$ cat src/sv/cbfm_pkg.sv
// ----------------------------------------------------------------------------
// cbfm_pkg
// Shared types and constants for the capture black/frozen monitor.
// ----------------------------------------------------------------------------
package cbfm_pkg;

  localparam int unsigned CntW   = 16;
  localparam int unsigned TsW    = 48;
  localparam int unsigned MediaW = 32;
  localparam int unsigned PrintW = 64;
  localparam int unsigned TolW   = 16;
  localparam int unsigned CfgIdxW  = 3;
  localparam int unsigned CfgDataW = 32;

  // Packed input item: black, fingerprint, timestamp, active, mvalid, media
  localparam int unsigned InFieldsW = 1 + PrintW + TsW + 1 + 1 + MediaW;
  localparam int unsigned InDataW   = ((InFieldsW + 7) / 8) * 8;
  localparam int unsigned OutDataW  = 8;

  localparam logic [CntW-1:0] CntMax = '1;

  // register reset values
  localparam logic [CntW-1:0]   MinObsRst      = 16'd3;
  localparam logic [31:0]       BlackThrRst    = 32'd2000;
  localparam logic [31:0]       FrozenThrRst   = 32'd2000;
  localparam logic [31:0]       BlackAdvRst    = 32'd1000;
  localparam logic [31:0]       FrozenAdvRst   = 32'd1000;
  localparam logic [TolW-1:0]   RewindTolRst   = 16'd250;

  typedef enum logic [CfgIdxW-1:0] {
    REG_MIN_OBS    = 3'd0,
    REG_BLACK_THR  = 3'd1,
    REG_FROZEN_THR = 3'd2,
    REG_BLACK_ADV  = 3'd3,
    REG_FROZEN_ADV = 3'd4,
    REG_REWIND_TOL = 3'd5
  } cfg_reg_e;

  typedef enum logic [1:0] {
    HEALTH_OK     = 2'd0,
    HEALTH_BLACK  = 2'd1,
    HEALTH_FROZEN = 2'd2
  } health_e;

  // one run as seen by the due check
  typedef struct packed {
    logic [CntW-1:0]   count;
    logic [TsW-1:0]    start_ms;
    logic [MediaW-1:0] media_start;
  } run_t;

  // run limits taken from configuration
  typedef struct packed {
    logic [31:0] threshold_ms;
    logic [31:0] advance_ms;
  } run_lim_t;

endpackage

$ cat src/sv/cbfm_run_check.sv
// ----------------------------------------------------------------------------
// cbfm_run_check
// Decides whether one run is long enough, old enough and has seen enough
// media advance to be reported.
// ----------------------------------------------------------------------------
module cbfm_run_check (
  input  cbfm_pkg::run_t                  run_i,
  input  cbfm_pkg::run_lim_t              lim_i,
  input  logic [cbfm_pkg::CntW-1:0]       min_obs_i,
  input  logic [cbfm_pkg::TsW-1:0]        now_ms_i,
  input  logic                            media_valid_i,
  input  logic [cbfm_pkg::MediaW-1:0]     media_ms_i,
  output logic                            due_o
);

  logic [cbfm_pkg::TsW-1:0]  elapsed;
  logic [cbfm_pkg::MediaW:0] media_goal;
  logic count_ok, time_ok, media_ok;

  assign elapsed    = now_ms_i - run_i.start_ms;
  assign media_goal = {1'b0, run_i.media_start} + {1'b0, lim_i.advance_ms};

  assign count_ok = run_i.count >= min_obs_i;
  // a start in the future (timestamp went back) never reports
  assign time_ok  = (now_ms_i >= run_i.start_ms) &&
                    (elapsed >= {{(cbfm_pkg::TsW-32){1'b0}}, lim_i.threshold_ms});
  assign media_ok = media_valid_i && ({1'b0, media_ms_i} >= media_goal);

  assign due_o = count_ok && time_ok && media_ok;

endmodule

$ cat src/sv/capture_black_frozen_monitor_core.sv
// ----------------------------------------------------------------------------
// capture_black_frozen_monitor_core
// Per-frame capture health monitor: tracks black and frozen runs and reports
// healthy, continuously black or continuously frozen for every observation.
// ----------------------------------------------------------------------------
// One observation enters per captured frame and one health item leaves for
// each, in order. An item is captured in an input register, evaluated against
// the run state and written to an output register together with the run state
// update, so the block sustains one item per clock while the output is not
// back-pressured. Back-pressure on the output stalls the evaluation stage only
// while the output register is still full. The first observation after reset
// merely seeds the run state and reports healthy. Configuration is taken at
// any time (cfg_ready_o is always high) and must only be changed while no item
// is in flight; indexes 6 and 7 are ignored.
// Input tdata layout, lowest bit first: black [0], fingerprint [64:1],
// wall-clock ms [112:65], play flag [113], media_time_valid [114],
// media_time_ms [146:115], zero padding up to bit 151. Output tdata carries
// health in [1:0] (0 healthy, 1 black, 2 frozen), upper bits zero.
// ----------------------------------------------------------------------------
module capture_black_frozen_monitor_core (
  input  logic                                clk_i,
  input  logic                                rst_ni,
  // observation stream
  input  logic                                s_axis_tvalid,
  output logic                                s_axis_tready,
  // black, fingerprint, wall-clock ms, play flag, media_time_valid,
  // media_time_ms, zero padding
  input  logic [cbfm_pkg::InDataW-1:0]        s_axis_tdata,
  // health stream
  output logic                                m_axis_tvalid,
  input  logic                                m_axis_tready,
  // health, zero padding
  output logic [cbfm_pkg::OutDataW-1:0]       m_axis_tdata,
  // configuration writes
  input  logic                                cfg_valid_i,
  output logic                                cfg_ready_o,
  input  logic [cbfm_pkg::CfgIdxW-1:0]        cfg_index_i,
  input  logic [cbfm_pkg::CfgDataW-1:0]       cfg_data_i
);

  localparam int unsigned CntW   = cbfm_pkg::CntW;
  localparam int unsigned TsW    = cbfm_pkg::TsW;
  localparam int unsigned MediaW = cbfm_pkg::MediaW;
  localparam int unsigned PrintW = cbfm_pkg::PrintW;
  localparam int unsigned TolW   = cbfm_pkg::TolW;

  // --------------------------------------------------------------------------
  // Configuration registers
  // --------------------------------------------------------------------------
  logic [CntW-1:0] min_obs_q;
  logic [31:0]     black_thr_q, frozen_thr_q, black_adv_q, frozen_adv_q;
  logic [TolW-1:0] rewind_tol_q;

  assign cfg_ready_o = 1'b1;

  always_ff @(posedge clk_i or negedge rst_ni) begin
    if (!rst_ni) begin
      min_obs_q    <= cbfm_pkg::MinObsRst;
      black_thr_q  <= cbfm_pkg::BlackThrRst;
      frozen_thr_q <= cbfm_pkg::FrozenThrRst;
      black_adv_q  <= cbfm_pkg::BlackAdvRst;
      frozen_adv_q <= cbfm_pkg::FrozenAdvRst;
      rewind_tol_q <= cbfm_pkg::RewindTolRst;
    end else if (cfg_valid_i) begin
      unique case (cbfm_pkg::cfg_reg_e'(cfg_index_i))
        cbfm_pkg::REG_MIN_OBS:    min_obs_q    <= cfg_data_i[CntW-1:0];
        cbfm_pkg::REG_BLACK_THR:  black_thr_q  <= cfg_data_i;
        cbfm_pkg::REG_FROZEN_THR: frozen_thr_q <= cfg_data_i;
        cbfm_pkg::REG_BLACK_ADV:  black_adv_q  <= cfg_data_i;
        cbfm_pkg::REG_FROZEN_ADV: frozen_adv_q <= cfg_data_i;
        cbfm_pkg::REG_REWIND_TOL: rewind_tol_q <= cfg_data_i[TolW-1:0];
        default: ;  // unused indexes: write dropped
      endcase
    end
  end

  // --------------------------------------------------------------------------
  // Input register
  // --------------------------------------------------------------------------
  logic              in_valid_q;
  logic              black_q, active_q, mvalid_q;
  logic [PrintW-1:0] print_q;
  logic [TsW-1:0]    now_q;
  logic [MediaW-1:0] media_q;

  logic out_valid_q;
  logic [1:0] health_q;
  logic advance;

  // evaluation stage moves when it holds an item and the output can take it
  assign advance       = in_valid_q && (!out_valid_q || m_axis_tready);
  assign s_axis_tready = !in_valid_q || advance;

  always_ff @(posedge clk_i or negedge rst_ni) begin
    if (!rst_ni) begin
      in_valid_q <= 1'b0;
    end else if (s_axis_tready) begin
      in_valid_q <= s_axis_tvalid;
    end
  end

  always_ff @(posedge clk_i) begin
    if (s_axis_tvalid && s_axis_tready) begin
      black_q  <= s_axis_tdata[0];
      print_q  <= s_axis_tdata[PrintW:1];
      now_q    <= s_axis_tdata[PrintW+TsW:PrintW+1];
      active_q <= s_axis_tdata[PrintW+TsW+1];
      mvalid_q <= s_axis_tdata[PrintW+TsW+2];
      media_q  <= s_axis_tdata[PrintW+TsW+MediaW+2:PrintW+TsW+3];
    end
  end

  // --------------------------------------------------------------------------
  // Run state
  // --------------------------------------------------------------------------
  logic              started_q, started_d;
  logic              last_black_q, last_black_d;
  logic              last_pos_q, last_pos_d;
  logic [PrintW-1:0] last_print_q, last_print_d;
  cbfm_pkg::run_t    black_q_run, black_d_run;
  cbfm_pkg::run_t    frozen_q_run, frozen_d_run;

  logic            pos, play_start, act_blk, blk_rewind, frz_rewind;
  logic [MediaW:0] back;

  assign pos        = active_q && mvalid_q;
  assign act_blk    = black_q && pos;
  assign play_start = pos && !last_pos_q;
  // rewind: media + tolerance below the run's media start, 33-bit safe
  assign back       = {1'b0, media_q} + {{(MediaW+1-TolW){1'b0}}, rewind_tol_q};
  assign blk_rewind = pos && (back < {1'b0, black_q_run.media_start});
  assign frz_rewind = pos && (back < {1'b0, frozen_q_run.media_start});

  always_comb begin
    started_d    = 1'b1;
    last_black_d = act_blk;
    last_pos_d   = pos;
    last_print_d = last_print_q;
    black_d_run  = black_q_run;
    frozen_d_run = frozen_q_run;

    if (!started_q) begin
      // first observation seeds the runs
      last_print_d             = print_q;
      black_d_run.start_ms     = now_q;
      black_d_run.count        = act_blk ? CntW'(1) : '0;
      black_d_run.media_start  = act_blk ? media_q : '0;
      frozen_d_run.start_ms    = now_q;
      frozen_d_run.count       = pos ? CntW'(1) : '0;
      frozen_d_run.media_start = pos ? media_q : '0;
    end else begin
      // black run
      if (act_blk) begin
        if (!last_black_q || play_start || blk_rewind) begin
          black_d_run.start_ms    = now_q;
          black_d_run.count       = CntW'(1);
          black_d_run.media_start = media_q;
        end else if (black_q_run.count != cbfm_pkg::CntMax) begin
          black_d_run.count = black_q_run.count + CntW'(1);
        end
      end else begin
        // media start of the black run is deliberately kept
        black_d_run.start_ms = now_q;
        black_d_run.count    = '0;
      end

      // frozen run
      if (!pos || play_start || frz_rewind || (print_q != last_print_q)) begin
        last_print_d             = print_q;
        frozen_d_run.start_ms    = now_q;
        frozen_d_run.count       = pos ? CntW'(1) : '0;
        frozen_d_run.media_start = pos ? media_q : '0;
      end else if (frozen_q_run.count != cbfm_pkg::CntMax) begin
        frozen_d_run.count = frozen_q_run.count + CntW'(1);
      end
    end
  end

  always_ff @(posedge clk_i or negedge rst_ni) begin
    if (!rst_ni) begin
      started_q    <= 1'b0;
      last_black_q <= 1'b0;
      last_pos_q   <= 1'b0;
      last_print_q <= '0;
      black_q_run  <= '0;
      frozen_q_run <= '0;
    end else if (advance) begin
      started_q    <= started_d;
      last_black_q <= last_black_d;
      last_pos_q   <= last_pos_d;
      last_print_q <= last_print_d;
      black_q_run  <= black_d_run;
      frozen_q_run <= frozen_d_run;
    end
  end

  // --------------------------------------------------------------------------
  // Report decision, on the updated runs
  // --------------------------------------------------------------------------
  cbfm_pkg::run_lim_t black_lim, frozen_lim;
  logic black_due, frozen_due;
  cbfm_pkg::health_e health_d;

  assign black_lim  = '{threshold_ms: black_thr_q,  advance_ms: black_adv_q};
  assign frozen_lim = '{threshold_ms: frozen_thr_q, advance_ms: frozen_adv_q};

  cbfm_run_check u_black_check (
    .run_i         (black_d_run),
    .lim_i         (black_lim),
    .min_obs_i     (min_obs_q),
    .now_ms_i      (now_q),
    .media_valid_i (mvalid_q),
    .media_ms_i    (media_q),
    .due_o         (black_due)
  );

  cbfm_run_check u_frozen_check (
    .run_i         (frozen_d_run),
    .lim_i         (frozen_lim),
    .min_obs_i     (min_obs_q),
    .now_ms_i      (now_q),
    .media_valid_i (mvalid_q),
    .media_ms_i    (media_q),
    .due_o         (frozen_due)
  );

  // black wins over frozen; first observation is always healthy
  always_comb begin
    priority if (!started_q) begin
      health_d = cbfm_pkg::HEALTH_OK;
    end else if (black_due) begin
      health_d = cbfm_pkg::HEALTH_BLACK;
    end else if (frozen_due) begin
      health_d = cbfm_pkg::HEALTH_FROZEN;
    end else begin
      health_d = cbfm_pkg::HEALTH_OK;
    end
  end

  // --------------------------------------------------------------------------
  // Output register
  // --------------------------------------------------------------------------
  always_ff @(posedge clk_i or negedge rst_ni) begin
    if (!rst_ni) begin
      out_valid_q <= 1'b0;
    end else if (advance) begin
      out_valid_q <= 1'b1;
    end else if (m_axis_tready) begin
      out_valid_q <= 1'b0;
    end
  end

  always_ff @(posedge clk_i) begin
    if (advance) begin
      health_q <= health_d;
    end
  end

  assign m_axis_tvalid = out_valid_q;
  assign m_axis_tdata  = {{(cbfm_pkg::OutDataW-2){1'b0}}, health_q};

endmodule
$ cat config.mk
export PLATFORM = sky130hd
export DESIGN_NAME = capture_black_frozen_monitor_core
export DESIGN_NICKNAME = d
export VERILOG_FILES = /design/src/sv/cbfm_pkg.sv /design/src/sv/cbfm_run_check.sv /design/src/sv/capture_black_frozen_monitor_core.sv
export SDC_FILE = /design/constraint.sdc
export NUM_CORES = 2
export LEC_CHECK = 0
export BUFFER_PORTS_ARGS = -buffer_cell sky130_fd_sc_hd__buf_2
export CAP_MARGIN = 15
export CORE_UTILIZATION = 45
export CTS_CLUSTER_SIZE = 25
export DETAILED_ROUTE_END_ITERATION = 10
export PLACE_DENSITY_LB_ADDON = 0.08
export SLEW_MARGIN = 20
export SYNTH_ARGS = -nofsm -noshare
export SYNTH_HDL_FRONTEND = slang
export SYNTH_SLANG_ARGS = --single-unit
$ cat constraint.sdc
create_clock -name clk_i -period 9.8 [get_ports clk_i]
set_input_delay 2.94 -clock clk_i [delete_from_list [all_inputs] [get_ports clk_i]]
set_output_delay 2.94 -clock clk_i [all_outputs]
set_load 0.005 [all_outputs]
After elaboration in Yosys (flattened, before gate mapping)
Index checks and enable logic that the tools add are counted.
{"block": "totals", "register_bits": 570, "latch_bits": 0, "mem_bits_rw": 0, "rom_bits": 0, "input_bits": 192, "out_inout_bits": 11, "word_cells": 110, "n_memories": 0}
{"block": "classes", "add_sub_neg": 7, "mul": 0, "n_div": 0, "order_cmp": 10, "n_eq_ne": 9, "shift": 0, "mux": 20, "bitwise": 1, "reduce_logical": 37}
{"cell": "64-bit two-way mux", "count": 3}
{"cell": "96-bit two-way mux", "count": 2}
{"cell": "80-bit two-way mux", "count": 2}
{"cell": "48-bit by 32-bit greater-or-equal comparator with 1-bit output", "count": 2}
{"cell": "48-bit greater-or-equal comparator", "count": 2}
{"cell": "32-bit two-way mux", "count": 3}
{"cell": "48-bit subtractor", "count": 2}
{"cell": "32-bit by 32-bit adder with 33-bit output", "count": 2}
{"cell": "32-bit by 33-bit greater-or-equal comparator with 1-bit output", "count": 2}
{"cell": "33-bit by 32-bit < comparator with 1-bit output", "count": 2}
{"cell": "16-bit two-way mux", "count": 4}
{"cell": "64-bit != test", "count": 1}
{"cell": "32-bit by 16-bit adder with 33-bit output", "count": 1}
{"cell": "16-bit by 1-bit adder with 16-bit output (second input constant)", "count": 2}
{"cell": "16-bit greater-or-equal comparator", "count": 2}
{"cell": "16-bit != test (second input constant)", "count": 2}
{"cell": "1-bit logical AND", "count": 15}
{"cell": "2-bit AND reduction", "count": 7}
{"cell": "1-bit logical OR", "count": 7}
{"cell": "3-bit by 2-bit equality test with 1-bit output (second input constant)", "count": 2}
{"cell": "3-bit equality test (second input constant)", "count": 2}
{"cell": "1-bit logical NOT", "count": 5}
{"cell": "1-bit two-way mux", "count": 5}
{"cell": "3-bit by 1-bit equality test with 1-bit output (second input constant)", "count": 1}
{"cell": "other kinds (6)", "count": 6}

Logic depth before layout (Yosys ltp)
{"block": "depth", "depth_word": 14, "depth_mapped": 55, "mapped_depth_nobuf": 53}

Modules after synthesis
Synthesis repeated with hierarchy kept, for this count alone.
{"block": "hier_totals", "hier_cells": 3868, "hier_area_um2": 39566.7}
{"mod": "capture_black_frozen_monitor_core", "n_inst": 1, "cells_each": 2012, "area_per_inst_um2": 26516.7, "seq_area_each_um2": 15049.4}
{"mod": "cbfm_run_check (u_black_check)", "n_inst": 1, "cells_each": 968, "area_per_inst_um2": 6830.3, "seq_area_each_um2": 0.0}
{"mod": "cbfm_run_check (u_frozen_check)", "n_inst": 1, "cells_each": 888, "area_per_inst_um2": 6219.7, "seq_area_each_um2": 0.0}

Worst setup path before layout
No wires, ideal clock.
{"block": "synth_path", "path_type": "register to register", "startpoint": "register rewind_tol_q[1]", "endpoint": "register health_q[1], data pin", "setup_time_ns": 0.256, "arrival_time_ns": 10.186, "t_required_ns": 9.544, "slack_ns": -0.642, "path_stages_with_launch": 51, "path_buffers": 2, "period_less_slack_ns": 10.442, "path_cell_list": "dfstp_2 > ha_1 > a21o_1 > a21oi_1 > o21bai_1 > a21oi_1 > o21bai_1 > a21oi_1 > o21ai_0 > a2111oi_0 > o31ai_1 > o41ai_1 > nor2_1 > nand2_1 > xnor2_1 > ha_1 > a21o_1 > a21o_1 > [... 15 more ...] > o21a_1 > nor2_1 > o21bai_1 > a21oi_1 > xnor2_1 > ha_1 > a21oi_1 > nor3_1 > or4_1 > nor3_1 > o2111ai_1 > nor4_1 > o2111a_1 > o2111ai_1 > or4_1 > nor4_1 > nand4_1 > and4b_1"}
{"block": "synth_between", "elab_chain_len": 13, "word_cells_on_any_way": 38, "cone_classes": "add/sub: 5; order compare: 10; mux: 9; reduce/logical: 14"}
{"item": "start: declaration", "line_no": "capture_black_frozen_monitor_core.sv:52", "text": "logic [TolW-1:0] rewind_tol_q;"}
{"item": "start signal: assignment", "line_no": "capture_black_frozen_monitor_core.sv:63", "text": "rewind_tol_q <= cbfm_pkg::RewindTolRst;"}
{"item": "start signal: assignment", "line_no": "capture_black_frozen_monitor_core.sv:71", "text": "cbfm_pkg::REG_REWIND_TOL: rewind_tol_q <= cfg_data_i[TolW-1:0];"}
{"item": "32-bit by 16-bit adder with 33-bit output (*)", "line_no": "capture_black_frozen_monitor_core.sv:130", "text": "assign back = {1'b0, media_q} + {{(MediaW+1-TolW){1'b0}}, rewind_tol_q};"}
{"item": "33-bit by 32-bit < comparator with 1-bit output (on tied branches)", "line_no": "capture_black_frozen_monitor_core.sv:131, capture_black_frozen_monitor_core.sv:132"}
{"item": "1-bit logical AND (on tied branches)", "line_no": "capture_black_frozen_monitor_core.sv:131, capture_black_frozen_monitor_core.sv:132"}
{"item": "1-bit logical OR (on tied branches)", "line_no": "capture_black_frozen_monitor_core.sv:154, capture_black_frozen_monitor_core.sv:168"}
{"item": "80-bit two-way mux / 1-bit logical OR (equally long branches)", "line_no": "capture_black_frozen_monitor_core.sv:154, capture_black_frozen_monitor_core.sv:168"}
{"item": "64-bit two-way mux / 80-bit two-way mux (equally long branches)", "line_no": "capture_black_frozen_monitor_core.sv:153, capture_black_frozen_monitor_core.sv:168"}
{"item": "96-bit two-way mux", "line_no": "capture_black_frozen_monitor_core.sv:142", "text": "if (!started_q) begin"}
{"item": "48-bit subtractor", "line_no": "cbfm_run_check.sv:20", "text": "assign elapsed = now_ms_i - run_i.start_ms;"}
{"item": "48-bit by 32-bit greater-or-equal comparator with 1-bit output", "line_no": "cbfm_run_check.sv:26", "text": "(elapsed >= {{(cbfm_pkg::TsW-32){1'b0}}, lim_i.threshold_ms});"}
{"item": "1-bit logical AND", "line_no": "cbfm_run_check.sv:25", "text": "assign time_ok = (now_ms_i >= run_i.start_ms) &&"}
{"item": "1-bit logical AND (2 in a row)", "line_no": "cbfm_run_check.sv:29", "text": "assign due_o = count_ok && time_ok && media_ok;"}
{"item": "2-bit OR reduction (no line) / 2-bit two-way mux (equally long branches)"}
{"item": "end signal: assignment", "line_no": "capture_black_frozen_monitor_core.sv:255", "text": "health_q <= health_d;"}
{"item": "end: declaration", "line_no": "capture_black_frozen_monitor_core.sv:87", "text": "logic [1:0] health_q;"}
Every way passes the cells marked *; elsewhere a longest branch is shown, timed or not.
A chain may end at the register's enable or synchronous reset.

Worst setup path after layout
Same ends and word-level chain as after synthesis.

==> flow_summary.yaml <==
pwr:
  switching_share: 0.337
  internal-power_w: 0.00622
  ir_drop_v: 0.000153
  p_sw_w: 0.00316
  power.share.clock: 0.287
  cellPowerDensity_nw_per_um2: 191
  pwr-share-comb: 0.392
  power_frac_seq: 0.322
  leakagePower_nw: 22.6
grt:
  grt_pass1_vias: 32400
  antenna_found_initial: 6
  grt_start_max_net_pins: 129
  grt_overflow: 0
  track_usage: 0.261
  grt_pass1_wl_um: 177000
detailed_routing:
  drt_iter0_markers: 1844
  dr_total_vias: 32800
  drc: 0
  dr.pass1.iters: 8
  viasPerCell: 5.38
  wirelength_um: 114000
  ant_nets: 0
  post_drt_wl_per_cell_um: 18.6
clock_tree:
  h-tree-depth: 3
  cts_buffers: 70
  cts_hold_buf: 0
  cts-root-buf: "clkbuf_16"
  clk_pin_slew_ns: 0.06
  clock-sinks: 570
  clk_path_buf_depth: 3
  clock_latency_ns: 0.65
  cts_tree: "done"
logic_synthesis:
  synth_top_cell_area_share: 0.250
  syn_area_um2: 38900
  ys_seq_elements: 570
  yosys-top-cells-area: "dfrtp_1 (25%), ha_1 (13%), edfxtp_1 (12%)"
  post-synth-top-area-cell: "dfrtp_1"
  ys.flop_type: "dfrtp_1"
  synth_edf_count: 149
  ys_seq_area_frac: 0.387
  synth_cell_type_count: 85
  yosys_warnings: 0
  synth_common_cells: "nand2_1 (462), ha_1 (401), dfrtp_1 (389), o21ai_0 (389), a21oi_1 (254)"
  yosysMostFrequentCell: "nand2_1"
  async_flop_share: 0.739
  avgSynthCellArea_um2: 9.49
  synth_cells: 4094
die:
  core_um2: 85400
  die_h_um: 296
  rows: 107
  die_x_um: 296
  ioPinCount: 203
  initial_core_util: 0.455
  fp.dieArea_um2: 87500
run:
  maxCapViolCount: 0
worst_setup_path:
  crit_slowest_cell: "dfstp_2"
  endpoint_kind: "flip-flop"
  crit_arrival_ns: 11.07
  crit_type: "flip-flop to flip-flop"
  crit_top_cell: "buf_4"
  r2r_cells: 54
  crit_required_ns: 10.20
  cp-start-kind: "flip-flop"
  cpPeakStageDelay_ns: 0.53
  worstPathMaxFanout: 5
cells_and_area:
  multi_input_area_um2: 23100
  post-route-util: 0.574
  fillCellCount: 7748
  area_growth_pct: 26.1
  drive_gt1_frac: 0.273
  fin_cells: 6098
  seqCellArea_um2: 15000
  layout.nets: 5494
timing:
  rsz0062_at_grt: "yes"
  slew_viol_final: 0
  hold_violations: 0
  max_freq_ghz: 0.0938
  skew_ns: 0.0337
  setup_viol_count_final: 2
  fin_tns_setup_ns: -1.48
  period_share: 1.09
  finalCriticalPeriod_ns: 10.67
  worst_pin_slew_ns: 1.04
  layout_setup_ws_ns: -0.866
  max_slew_margin: 0.309
place:
  gp_congestion: 0.933
  port_buffers: 190
  pre_cts_ws_ns: -1.80
  place_inst: 5945
  dpl.hpwl_um: 89000
min_path:
  whs_path_depth: 2
  holdCritPathClass: "flip-flop to flip-flop"
outcome:
  status: "complete, but fails checks"
  failed_checks: "negative setup slack"
-- final timing paths --
path,endpoint,from,slack [ns]
worst max-delay path,health_q[1],rewind_tol_q[1],-0.87
worst min-delay path,black_q_run[38],black_q_run[38],0.48
worst max register to register,health_q[1],rewind_tol_q[1],-0.87
worst min register to register,black_q_run[38],black_q_run[38],0.48
max in group asynchronous,last_print_q[37],rst_ni,5.68
min in group asynchronous,black_adv_q[25],rst_ni,2.27
-- per-layer routing --
layer / vias to the layer above / global-route usage / wire length [um]
li1: 16400 / - / -
met1: 15600 / 0.362 / 54400
met2: 579 / 0.427 / 51700
met3: 144 / 0.0313 / 4500
met4: 0 / 0.0715 / 2930
met5: - / 0 / 0
-- area by class of cell --
| cell class | instances | share of cell area |
|---|---|---|
| Antenna cell | 1 | 0.0000510 |
| Clock buffer | 95 | 0.0405 |
| Clock inverter | 34 | 0.00814 |
| Inverter | 224 | 0.0172 |
| Multi-Input combinational cell | 3156 | 0.471 |
| Sequential cell | 570 | 0.307 |
| Tap cell | 1144 | 0.0292 |
| Timing Repair Buffer | 874 | 0.127 |
-- cell usage in the layout (no fill, tap or decap), types with 149 or more instances in the layout --
cell      netlist  routed
dfrtp_1       389     389
edfxtp_1      149     149
inv_1         223     223
buf_2           4     189
o21ai_0       389     371
a21oi_1       254     236
ha_1          401     393
mux2_2        187     187
buf_4           7     672
nor2_1        208     203
nand2_1       462     458
-- repair_timing --
item                                    in CTS  in global routing
endpoints found under the setup margin       2                  2
buffers inserted                            19                  4
resized for setup                           75                 66
cloned                                       1                  0
pin swaps                                   48                 61
-- worst max-delay path: cells and delay by family, from the launching register on --
family | cells | cell delay, ns
buf+inv | 8 | 1.40
simple gates | 14 | 3.05
mux | 1 | 0.11
flops | 1 | 0.53
compound gates | 25 | 3.90
fa+ha+maj | 4 | 1.04
xor+xnor | 2 | 0.36
-- power by group through the flow --
stage	clock network, W	logic, W	registers, W
final	0.00269	0.00368	0.00302
after global placement	0	0.00349	0.00304
after global routing	0.00285	0.00409	0.00306
after floorplan	0	0.00210	0.00301
after detailed placement	0	0.00355	0.00306
after CTS	0.00276	0.00364	0.00302
-- state kept, by name (all words and copies together) (netlist names) --
| register | flops |
|---|---|
| black_q_run | 96 |
| frozen_q_run | 96 |
| last_print_q | 64 |
| print_q | 64 |
| now_q | 48 |
| black_adv_q | 32 |
| black_thr_q | 32 |
| frozen_adv_q | 32 |
| frozen_thr_q | 32 |
| media_q | 32 |
| min_obs_q | 16 |
| rewind_tol_q | 16 |
| health_q | 2 |
| active_q | 1 |
| black_q | 1 |
| in_valid_q | 1 |
| last_black_q | 1 |
| last_pos_q | 1 |
| m_axis_tvalid | 1 |
| mvalid_q | 1 |
| started_q | 1 |
-- cells by family after synthesis --
group / share of synthesized area
AO/OA/AOI/OAI: 0.172
buffers and inverters: 0.0368
other: 0.000193
AND/OR/NAND/NOR: 0.142
XOR/XNOR: 0.0491
adder cells (fa/ha/maj): 0.132
multiplexers: 0.0807
flip-flops: 0.387
-- through the flow --
step	total power [W]	hold WS [ns]	area, um2
final	0.00939	0.476	49000
after global routing	0.0100	0.493	49000
after CTS	0.00942	0.483	48700
after detailed placement	0.00661	0.470	45800
after global placement	0.00654	0.462	45800
after floorplan	0.00511	0.449	38900
Note: power is estimated with default switching activity, not from simulation.
